<file path="config.mk">
export PLATFORM = sky130hd
export DESIGN_NAME = adc_scan_ir_distance_unit
export DESIGN_NICKNAME = d
export VERILOG_FILES = /design/src/asid_pkg.sv /design/src/asid_front.sv /design/src/asid_queue.sv /design/src/asid_back.sv /design/src/adc_scan_ir_distance_unit.sv
export SDC_FILE = /design/constraint.sdc
export NUM_CORES = 1
export LEC_CHECK = 0
export BUFFER_PORTS_ARGS = -buffer_cell sky130_fd_sc_hd__buf_2
export CORE_ASPECT_RATIO = 1.4
export CORE_MARGIN = 3
export CORE_UTILIZATION = 40
export CTS_CLUSTER_DIAMETER = 40
export DETAILED_ROUTE_END_ITERATION = 6
export PLACE_DENSITY_LB_ADDON = 0.3
export SYNTH_ARGS = -nofsm -noshare
export SYNTH_HDL_FRONTEND = slang
export SYNTH_SLANG_ARGS = --single-unit
</file>
<file path="constraint.sdc">
create_clock -name clk -period 8.05 [get_ports clk]
set_clock_uncertainty 0.15 [all_clocks]
set_input_delay 0.805 -clock clk [delete_from_list [all_inputs] [get_ports clk]]
set_output_delay 0.805 -clock clk [all_outputs]
set_load 0.005 [all_outputs]
</file>
<file path="src/asid_pkg.sv">
// Package for the ADC scan and IR distance unit.
// Holds the job type passed from the front end to the back end and the fixed
// constants of the distance curve. Depends on nothing.
package asid_pkg;

    // Field widths of the stream items.
    localparam int SAMPLE_W   = 10;
    localparam int CHAN_W     = 3;
    localparam int DIST_W     = 9;
    localparam int DENOM_W    = 16;
    localparam int REM_W      = 27;
    localparam int DIVISOR_W  = 23;
    localparam int QUO_W      = 9;
    localparam int SHIFTED_W  = DIVISOR_W + QUO_W - 1;

    // Distance curve: D = 100*h + 1832, dist = (87628800 - 1206*D) / (100*D).
    localparam logic [DENOM_W-1:0]   CURVE_SCALE  = 16'd100;
    localparam logic [DENOM_W-1:0]   CURVE_OFFSET = 16'd1832;
    localparam logic [REM_W-1:0]     CURVE_NUM    = 27'd87628800;
    localparam logic [REM_W-1:0]     CURVE_BIAS   = 27'd1206;
    localparam logic [DIVISOR_W-1:0] CURVE_DIV    = 23'd100;

    // Reset value of the distance clamp register.
    localparam logic [DIST_W-1:0] LIMIT_RESET = 9'd150;

    // Depth of the job queue between front and back; a power of two.
    localparam int QUEUE_DEPTH = 2;
    localparam int QPTR_W      = $clog2(QUEUE_DEPTH);
    localparam int QCNT_W      = $clog2(QUEUE_DEPTH + 1);

    // One classified item waiting for the back end.
    typedef struct packed {
        logic [CHAN_W-1:0]   channel;
        logic [CHAN_W-1:0]   next_channel;
        logic [SAMPLE_W-1:0] sample;
        logic                dist_en;
        logic [DENOM_W-1:0]  denom_base;
    } asid_job_t;

endpackage

</file>
<file path="src/asid_front.sv">
// Front end of the ADC scan unit: accepts samples, tags the scan channel,
// advances the round-robin index and forms the curve denominator.
// Depends on asid_pkg.
module asid_front
    import asid_pkg::*;
#(
    parameter int NUM_CHANNELS  = 6,
    parameter int FIRST_CHANNEL = 0,
    parameter int DIST_CHANNELS = 4
)
(
    input  logic                clk,
    input  logic                rst_n,
    input  logic                in_valid,
    output logic                in_ready,
    input  logic [SAMPLE_W-1:0] in_sample,
    output logic                job_valid,
    input  logic                job_ready,
    output asid_job_t           job
);

    logic [CHAN_W-1:0]  scan_index_reg;
    logic [CHAN_W-1:0]  scan_index_next;
    logic [CHAN_W:0]    index_inc;
    logic [QUO_W-1:0]   half_sample;
    logic               accept;

    assign in_ready  = job_ready;
    assign job_valid = in_valid;
    assign accept    = in_valid && job_ready;

    // Round-robin step, wrapping at the last channel or from any index out of range.
    always_comb
    begin
        index_inc = {1'b0, scan_index_reg} + {{CHAN_W{1'b0}}, 1'b1};
        if (index_inc >= (CHAN_W + 1)'(NUM_CHANNELS))
        begin
            scan_index_next = '0;
        end
        else
        begin
            scan_index_next = index_inc[CHAN_W-1:0];
        end
    end

    // Classify the item and form D = 100*h + 1832 for the back end.
    always_comb
    begin
        half_sample      = in_sample[SAMPLE_W-1:1];
        job.channel      = scan_index_reg;
        job.next_channel = CHAN_W'(FIRST_CHANNEL) + scan_index_next;
        job.sample       = in_sample;
        job.dist_en      = ({1'b0, scan_index_reg} < (CHAN_W + 1)'(DIST_CHANNELS));
        job.denom_base   = CURVE_OFFSET + CURVE_SCALE * DENOM_W'(half_sample);
    end

    // Scan index register.
    always_ff @(posedge clk or negedge rst_n)
    begin
        if (!rst_n)
        begin
            scan_index_reg <= '0;
        end
        else if (accept)
        begin
            scan_index_reg <= scan_index_next;
        end
    end

endmodule

</file>
<file path="src/asid_queue.sv">
// Short job queue between the front and the back end of the ADC scan unit.
// A small register FIFO of QUEUE_DEPTH entries. Depends on asid_pkg.
module asid_queue
    import asid_pkg::*;
(
    input  logic      clk,
    input  logic      rst_n,
    input  logic      push_valid,
    output logic      push_ready,
    input  asid_job_t push_job,
    output logic      pop_valid,
    input  logic      pop_ready,
    output asid_job_t pop_job
);

    asid_job_t          entry_reg [QUEUE_DEPTH];
    logic [QPTR_W-1:0]  wr_ptr_reg;
    logic [QPTR_W-1:0]  rd_ptr_reg;
    logic [QCNT_W-1:0]  count_reg;
    logic               do_push;
    logic               do_pop;

    assign push_ready = (count_reg != QCNT_W'(QUEUE_DEPTH));
    assign pop_valid  = (count_reg != '0);
    assign pop_job    = entry_reg[rd_ptr_reg];
    assign do_push    = push_valid && push_ready;
    assign do_pop     = pop_valid && pop_ready;

    // Pointers and fill count; the depth is a power of two, so pointers wrap freely.
    always_ff @(posedge clk or negedge rst_n)
    begin
        if (!rst_n)
        begin
            wr_ptr_reg <= '0;
            rd_ptr_reg <= '0;
            count_reg  <= '0;
        end
        else
        begin
            if (do_push)
            begin
                wr_ptr_reg <= QPTR_W'(wr_ptr_reg + 1'b1);
            end
            if (do_pop)
            begin
                rd_ptr_reg <= QPTR_W'(rd_ptr_reg + 1'b1);
            end
            if (do_push && !do_pop)
            begin
                count_reg <= QCNT_W'(count_reg + 1'b1);
            end
            else if (do_pop && !do_push)
            begin
                count_reg <= QCNT_W'(count_reg - 1'b1);
            end
        end
    end

    // Entry storage.
    always_ff @(posedge clk)
    begin
        if (do_push)
        begin
            entry_reg[wr_ptr_reg] <= push_job;
        end
    end

endmodule

</file>
<file path="src/asid_back.sv">
// Back end of the ADC scan unit: evaluates the distance curve with a
// restoring divider, one quotient bit per cycle, clamps it and holds the
// result in an output register. Depends on asid_pkg.
module asid_back
    import asid_pkg::*;
(
    input  logic              clk,
    input  logic              rst_n,
    input  logic              job_valid,
    output logic              job_ready,
    input  asid_job_t         job,
    input  logic [DIST_W-1:0] distance_limit,
    output logic              out_valid,
    input  logic              out_ready,
    output logic [CHAN_W-1:0]   out_channel,
    output logic [CHAN_W-1:0]   out_next_channel,
    output logic [SAMPLE_W-1:0] out_sample,
    output logic [DIST_W-1:0]   out_distance,
    output logic                out_distance_valid
);

    localparam logic [1:0] ST_IDLE  = 2'd0;
    localparam logic [1:0] ST_SETUP = 2'd1;
    localparam logic [1:0] ST_DIV   = 2'd2;
    localparam logic [1:0] ST_DONE  = 2'd3;

    localparam int CNT_W = $clog2(QUO_W);

    logic [1:0]           state_reg;
    logic [1:0]           state_next;
    asid_job_t            job_reg;
    logic [REM_W-1:0]     rem_reg;
    logic [REM_W-1:0]     rem_next;
    logic [SHIFTED_W-1:0] dsh_reg;
    logic [SHIFTED_W-1:0] dsh_next;
    logic [QUO_W-1:0]     quo_reg;
    logic [QUO_W-1:0]     quo_next;
    logic [CNT_W-1:0]     cnt_reg;
    logic [CNT_W-1:0]     cnt_next;
    logic                 out_valid_reg;
    logic                 out_valid_next;
    logic [SHIFTED_W-1:0] rem_wide;
    logic [SHIFTED_W-1:0] diff;
    logic                 fits;
    logic                 load_out;
    logic [DIST_W-1:0]    clamped;

    assign job_ready = (state_reg == ST_IDLE);
    assign out_valid = out_valid_reg;
    assign load_out  = (state_reg == ST_DONE) && (!out_valid_reg || out_ready);

    // One restoring step: compare the remainder with the shifted divisor.
    always_comb
    begin
        rem_wide = SHIFTED_W'(rem_reg);
        diff     = rem_wide - dsh_reg;
        fits     = (rem_wide >= dsh_reg);
    end

    // Clamp the quotient to the limit; non-distance channels report zero.
    always_comb
    begin
        if (!job_reg.dist_en)
        begin
            clamped = '0;
        end
        else if (quo_reg > distance_limit)
        begin
            clamped = distance_limit;
        end
        else
        begin
            clamped = quo_reg;
        end
    end

    // Sequencer and datapath next values.
    always_comb
    begin
        state_next = state_reg;
        rem_next   = rem_reg;
        dsh_next   = dsh_reg;
        quo_next   = quo_reg;
        cnt_next   = cnt_reg;
        unique case (state_reg)
            ST_IDLE:
            begin
                quo_next = '0;
                if (job_valid)
                begin
                    state_next = job.dist_en ? ST_SETUP : ST_DONE;
                end
            end
            ST_SETUP:
            begin
                rem_next = CURVE_NUM - CURVE_BIAS * REM_W'(job_reg.denom_base);
                dsh_next = {CURVE_DIV * DIVISOR_W'(job_reg.denom_base), {(QUO_W-1){1'b0}}};
                cnt_next = CNT_W'(QUO_W - 1);
                state_next = ST_DIV;
            end
            ST_DIV:
            begin
                if (fits)
                begin
                    rem_next = diff[REM_W-1:0];
                end
                quo_next = {quo_reg[QUO_W-2:0], fits};
                dsh_next = dsh_reg >> 1;
                cnt_next = CNT_W'(cnt_reg - 1'b1);
                if (cnt_reg == '0)
                begin
                    state_next = ST_DONE;
                end
            end
            ST_DONE:
            begin
                if (load_out)
                begin
                    state_next = ST_IDLE;
                end
            end
            default:
            begin
                state_next = ST_IDLE;
            end
        endcase
    end

    // Output handshake register.
    always_comb
    begin
        if (load_out)
        begin
            out_valid_next = 1'b1;
        end
        else if (out_ready)
        begin
            out_valid_next = 1'b0;
        end
        else
        begin
            out_valid_next = out_valid_reg;
        end
    end

    // Control state.
    always_ff @(posedge clk or negedge rst_n)
    begin
        if (!rst_n)
        begin
            state_reg     <= ST_IDLE;
            out_valid_reg <= 1'b0;
        end
        else
        begin
            state_reg     <= state_next;
            out_valid_reg <= out_valid_next;
        end
    end

    // Datapath and result payload.
    always_ff @(posedge clk)
    begin
        rem_reg <= rem_next;
        dsh_reg <= dsh_next;
        quo_reg <= quo_next;
        cnt_reg <= cnt_next;
        if (job_valid && job_ready)
        begin
            job_reg <= job;
        end
        if (load_out)
        begin
            out_channel        <= job_reg.channel;
            out_next_channel   <= job_reg.next_channel;
            out_sample         <= job_reg.sample;
            out_distance       <= clamped;
            out_distance_valid <= job_reg.dist_en;
        end
    end

endmodule

</file>
<file path="src/adc_scan_ir_distance_unit.sv">
// ADC round-robin scan with IR distance linearization, top level.
// Instantiates asid_front, asid_queue and asid_back; depends on asid_pkg.
//
// Each 10-bit conversion result is tagged with its scan channel, the scan
// index steps round-robin over NUM_CHANNELS and the next multiplexer channel
// (FIRST_CHANNEL plus the new index, modulo 8) is reported. On the first
// DIST_CHANNELS channels the sample is turned into a distance,
// (87628800 - 1206*D) / (100*D) with D = 100*floor(sample/2) + 1832, clamped
// to the distance limit register (reset 150). The front end takes a sample
// whenever the two-entry job queue has room. The back end handles one item
// at a time: a distance item is taken as a job, has its operands formed,
// passes the bit-serial divider for a nine-bit quotient and is loaded into
// the output register; a non-distance item skips the operand and divider
// steps, so the divider sets the sustained rate. The limit register may
// only be written while no item is in flight; cfg_ready is always high.
module adc_scan_ir_distance_unit
    import asid_pkg::*;
#(
    parameter int NUM_CHANNELS  = 6,
    parameter int FIRST_CHANNEL = 0,
    parameter int DIST_CHANNELS = 4
)
(
    input  logic        clk,
    input  logic        rst_n,
    input  logic        s_tvalid,
    output logic        s_tready,
    input  logic [15:0] s_tdata,   // [9:0] raw_sample, [15:10] zero
    output logic        m_tvalid,
    input  logic        m_tready,
    output logic [31:0] m_tdata,   // [2:0] channel, [5:3] next_channel,
                                   // [15:6] sample_echo, [24:16] distance, [31:25] zero
    output logic [0:0]  m_tuser,   // [0] distance_valid
    input  logic        cfg_valid,
    output logic        cfg_ready,
    input  logic [8:0]  cfg_data   // distance_limit
);

    logic [DIST_W-1:0]   distance_limit_reg;
    logic                push_valid;
    logic                push_ready;
    asid_job_t           push_job;
    logic                pop_valid;
    logic                pop_ready;
    asid_job_t           pop_job;
    logic [CHAN_W-1:0]   res_channel;
    logic [CHAN_W-1:0]   res_next_channel;
    logic [SAMPLE_W-1:0] res_sample;
    logic [DIST_W-1:0]   res_distance;
    logic                res_distance_valid;

    // Distance limit register.
    assign cfg_ready = 1'b1;

    always_ff @(posedge clk or negedge rst_n)
    begin
        if (!rst_n)
        begin
            distance_limit_reg <= LIMIT_RESET;
        end
        else if (cfg_valid && cfg_ready)
        begin
            distance_limit_reg <= cfg_data;
        end
    end

    // Front end: tags and classifies incoming items.
    asid_front #(
        .NUM_CHANNELS  (NUM_CHANNELS),
        .FIRST_CHANNEL (FIRST_CHANNEL),
        .DIST_CHANNELS (DIST_CHANNELS)
    ) u_front (
        .clk       (clk),
        .rst_n     (rst_n),
        .in_valid  (s_tvalid),
        .in_ready  (s_tready),
        .in_sample (s_tdata[SAMPLE_W-1:0]),
        .job_valid (push_valid),
        .job_ready (push_ready),
        .job       (push_job)
    );

    // Job queue between the two halves.
    asid_queue u_queue (
        .clk        (clk),
        .rst_n      (rst_n),
        .push_valid (push_valid),
        .push_ready (push_ready),
        .push_job   (push_job),
        .pop_valid  (pop_valid),
        .pop_ready  (pop_ready),
        .pop_job    (pop_job)
    );

    // Back end: divider, clamp and output register.
    asid_back u_back (
        .clk                (clk),
        .rst_n              (rst_n),
        .job_valid          (pop_valid),
        .job_ready          (pop_ready),
        .job                (pop_job),
        .distance_limit     (distance_limit_reg),
        .out_valid          (m_tvalid),
        .out_ready          (m_tready),
        .out_channel        (res_channel),
        .out_next_channel   (res_next_channel),
        .out_sample         (res_sample),
        .out_distance       (res_distance),
        .out_distance_valid (res_distance_valid)
    );

    // Pack the result item.
    assign m_tdata = {7'd0, res_distance, res_sample, res_next_channel, res_channel};
    assign m_tuser = res_distance_valid;

endmodule
</file>
==> flow_summary.json <==
{
  "status": "completed",
  "cp_common_cell": "inv_1",
  "ff2ff_path_depth": 20,
  "via_per_inst": 5.07,
  "grt_pass1_wl_um": 49300,
  "cts_num_sinks": 206,
  "setup_tns_ns": 0,
  "grt_max_degree": 45,
  "wl_per_cell_um": 15.5,
  "worst_r2r_endpoint": "u_back.rem_reg[26]",
  "core_area_mm2": 0.0362,
  "end_kind": "flop",
  "synth.most_common_cell": "inv_1",
  "synth_edf_count": 187,
  "vias": 9702,
  "synth_common_cells": "inv_1 (214), ha_1 (194), edfxtp_1 (187)",
  "final_hold_viol_count": 0,
  "setup_viol": 0,
  "ys_types": 76,
  "grt-ovfl-total": 0,
  "async_flop_share_pct": 9.22,
  "synth_largest_area_cell": "edfxtp_1",
  "clk_pin_slew_ns": 0.06,
  "cts_buffers": 26,
  "cts_resized": 0,
  "ys.warnings.count": 0,
  "ant_nets": 0,
  "postSynthAreaPerCell_um2": 10.9,
  "cts_setup_buffers": 0,
  "maxCapViolations": 0,
  "drv_slew": 0,
  "finalWirelength_um": 29600,
  "die_x_um": 169,
  "tightestPinTransition_ns": 1.19,
  "layout-drive-gt1-share_pct": 11.9,
  "num_antenna_cells": 0,
  "syn_area_mm2": 0.0149,
  "synth_top_area_share_pct": 37.8,
  "initial_utilization_pct": 41.0,
  "dieArea_mm2": 0.0395,
  "worstPathMaxFanout": 8,
  "r2r_slack_ns": 1.58,
  "grt_pass1_vias": 10085,
  "min_period_ns": 6.47,
  "ys_seq_area_share_pct": 41.0,
  "fin_nets": 1708,
  "antenna_found_initial": 0,
  "drc": 0,
  "crit_path_start_kind": "flop",
  "worstSetupPathType": "flop to flop",
  "syn_inst": 1368,
  "grt_setup_unrepaired": "false",
  "cts_tree": "built",
  "instances_no_fill": 1912,
  "die_h_um": 234,
  "yosys-top-cells-area": "edfxtp_1 (38%), ha_1 (16%), fa_1 (7.3%), inv_1 (5.4%), xnor2_1 (2.9%)",
  "r2r-start": "u_back.job_reg[8]",
  "max_stage_delay_ns": 0.57,
  "io_pins": 66,
  "crit_path_top_delay_cell": "edfxtp_1",
  "drt_pre_antenna_iters": 4,
  "clockBufferDepth": 3,
  "grt_util_all_layers_pct": 15.3,
  "cp.required_ns": 8.18,
  "ys_seq_elements": 206,
  "fill_cells": 3315,
  "num_rows": 82,
  "fin_crit_sh_pct": 80.4,
  "dp.cells": 1864,
  "hp-class": "input pin to async pin",
  "gp_congestion": 0.913,
  "fmax_mhz": 154,
  "htree_levels": 1,
  "path_cells": "ha_1 -> inv_1 -> fa_1 -> inv_1 -> ha_1 -> fa_1 -> inv_1 -> fa_1 -> inv_1 -> ha_1 -> or3b_2 -> o211ai_1 -> or3b_2 -> o211ai_1 -> nor3b_1 -> o31ai_2 -> a311oi_1 -> o21ai_1 -> xnor3_1 -> mux2_4",
  "cts-root-buf": "clkbuf_16",
  "area_growth_syn_to_layout_pct": 11.3,
  "io_buffers": 51,
  "drt_iter0_markers": 432,
  "crit_arrival_ns": 6.61,
  "clock_latency_ns": 0.55,
  "dp_hpwl_um": 22700,
  "dominantRegCellSynth": "edfxtp_1",
  "ctsHoldBuffers": 0,
  "slew_headroom_pct": 20.5,
  "largest_register_ffs": 60
}
==> through the flow <==
| step | setup WS, ns | area [um^2] | utilization (%) | hold WS [ns] |
|---|---|---|---|---|
| 2_1_floorplan | 2.12 | 14900 | - | 0.250 |
| 3_3_place_gp | 1.62 | 15600 | 43.2 | 0.252 |
| 3_5_place_dp | 1.60 | 15600 | 43.2 | 0.255 |
| 4_1_cts | 1.55 | 16500 | 45.7 | 0.0592 |
| 5_1_grt | 1.20 | 16500 | 45.7 | 0.0813 |
| 6_report | 1.58 | 16500 | 45.7 | 0.0558 |
==> layout make-up <==
class                           instances  area (um^2)  area share (%)
Tap cell                              462          578            3.49
Clock inverter                         19          246            1.49
Timing Repair Buffer                   61          330            2.00
Clock buffer                           29          662            4.00
Sequential cell                       206         6100            36.9
Inverter                              215          807            4.88
Multi-Input combinational cell        920         7820            47.3
==> worst max-delay path: cells and delay by family (launching register included) <==
family	cells	cell delay [ns]
compound gates	5	1.02
xor+xnor	1	0.25
fa+ha+maj	6	2.67
buf+inv	4	0.19
flops	1	0.57
mux	1	0.27
simple gates	3	1.08
==> logic make-up after synthesis <==
| logic type | synth area share (%) |
|---|---|
| other | 0.0505 |
| buffers and inverters | 6.52 |
| flip-flops | 41.0 |
| XOR/XNOR | 5.25 |
| multiplexers | 3.57 |
| adder cells (fa/ha/maj) | 23.6 |
| AND/OR/NAND/NOR | 9.28 |
| AO/OA/AOI/OAI | 10.7 |
==> metal layers <==
| layer | part of all wire, % | routed length, um | global-route usage [%] | up-vias |
|---|---|---|---|---|
| met5 | 0 | 0 | 0 | - |
| li1 | - | - | - | 4877 |
| met4 | 4.8 | 1420 | 7.01 | 0 |
| met3 | 2.6 | 777 | 1.97 | 54 |
| met1 | 40 | 11900 | 17.0 | 4661 |
| met2 | 52 | 15500 | 28.8 | 110 |
==> layout by cell type (no fill, tap or decap), drive strengths merged, types with 11 or more instances in the layout <==
master  instances
xnor2          50
nor2b          11
and2           17
clkbuf         29
o21a           14
dfrtp          15
fa             54
mux2           37
xor2           34
ha            194
buf            61
o21ai          64
nor3           16
inv           217
nand3          26
a21o           26
a21oi          67
edfxtp        187
a31oi          11
mux2i          11
nor2           74
nand2          87
==> worst max path at each step <==
stage / startpoint / endpoint / slack [ns]
after floorplan: u_back.job_reg[9] / u_back.rem_reg[26] / 2.12
after global placement: u_back.job_reg[11] / u_back.rem_reg[26] / 1.62
after detailed placement: u_back.job_reg[8] / u_back.rem_reg[26] / 1.60
after CTS: u_back.job_reg[8] / u_back.rem_reg[26] / 1.55
after global routing: u_back.job_reg[12] / u_back.rem_reg[26] / 1.20
final: u_back.job_reg[8] / u_back.rem_reg[26] / 1.58
Power is left out: the tool's default activity adds up to more than one toggle a clock period on the data nets, which glitch-free logic cannot reach.
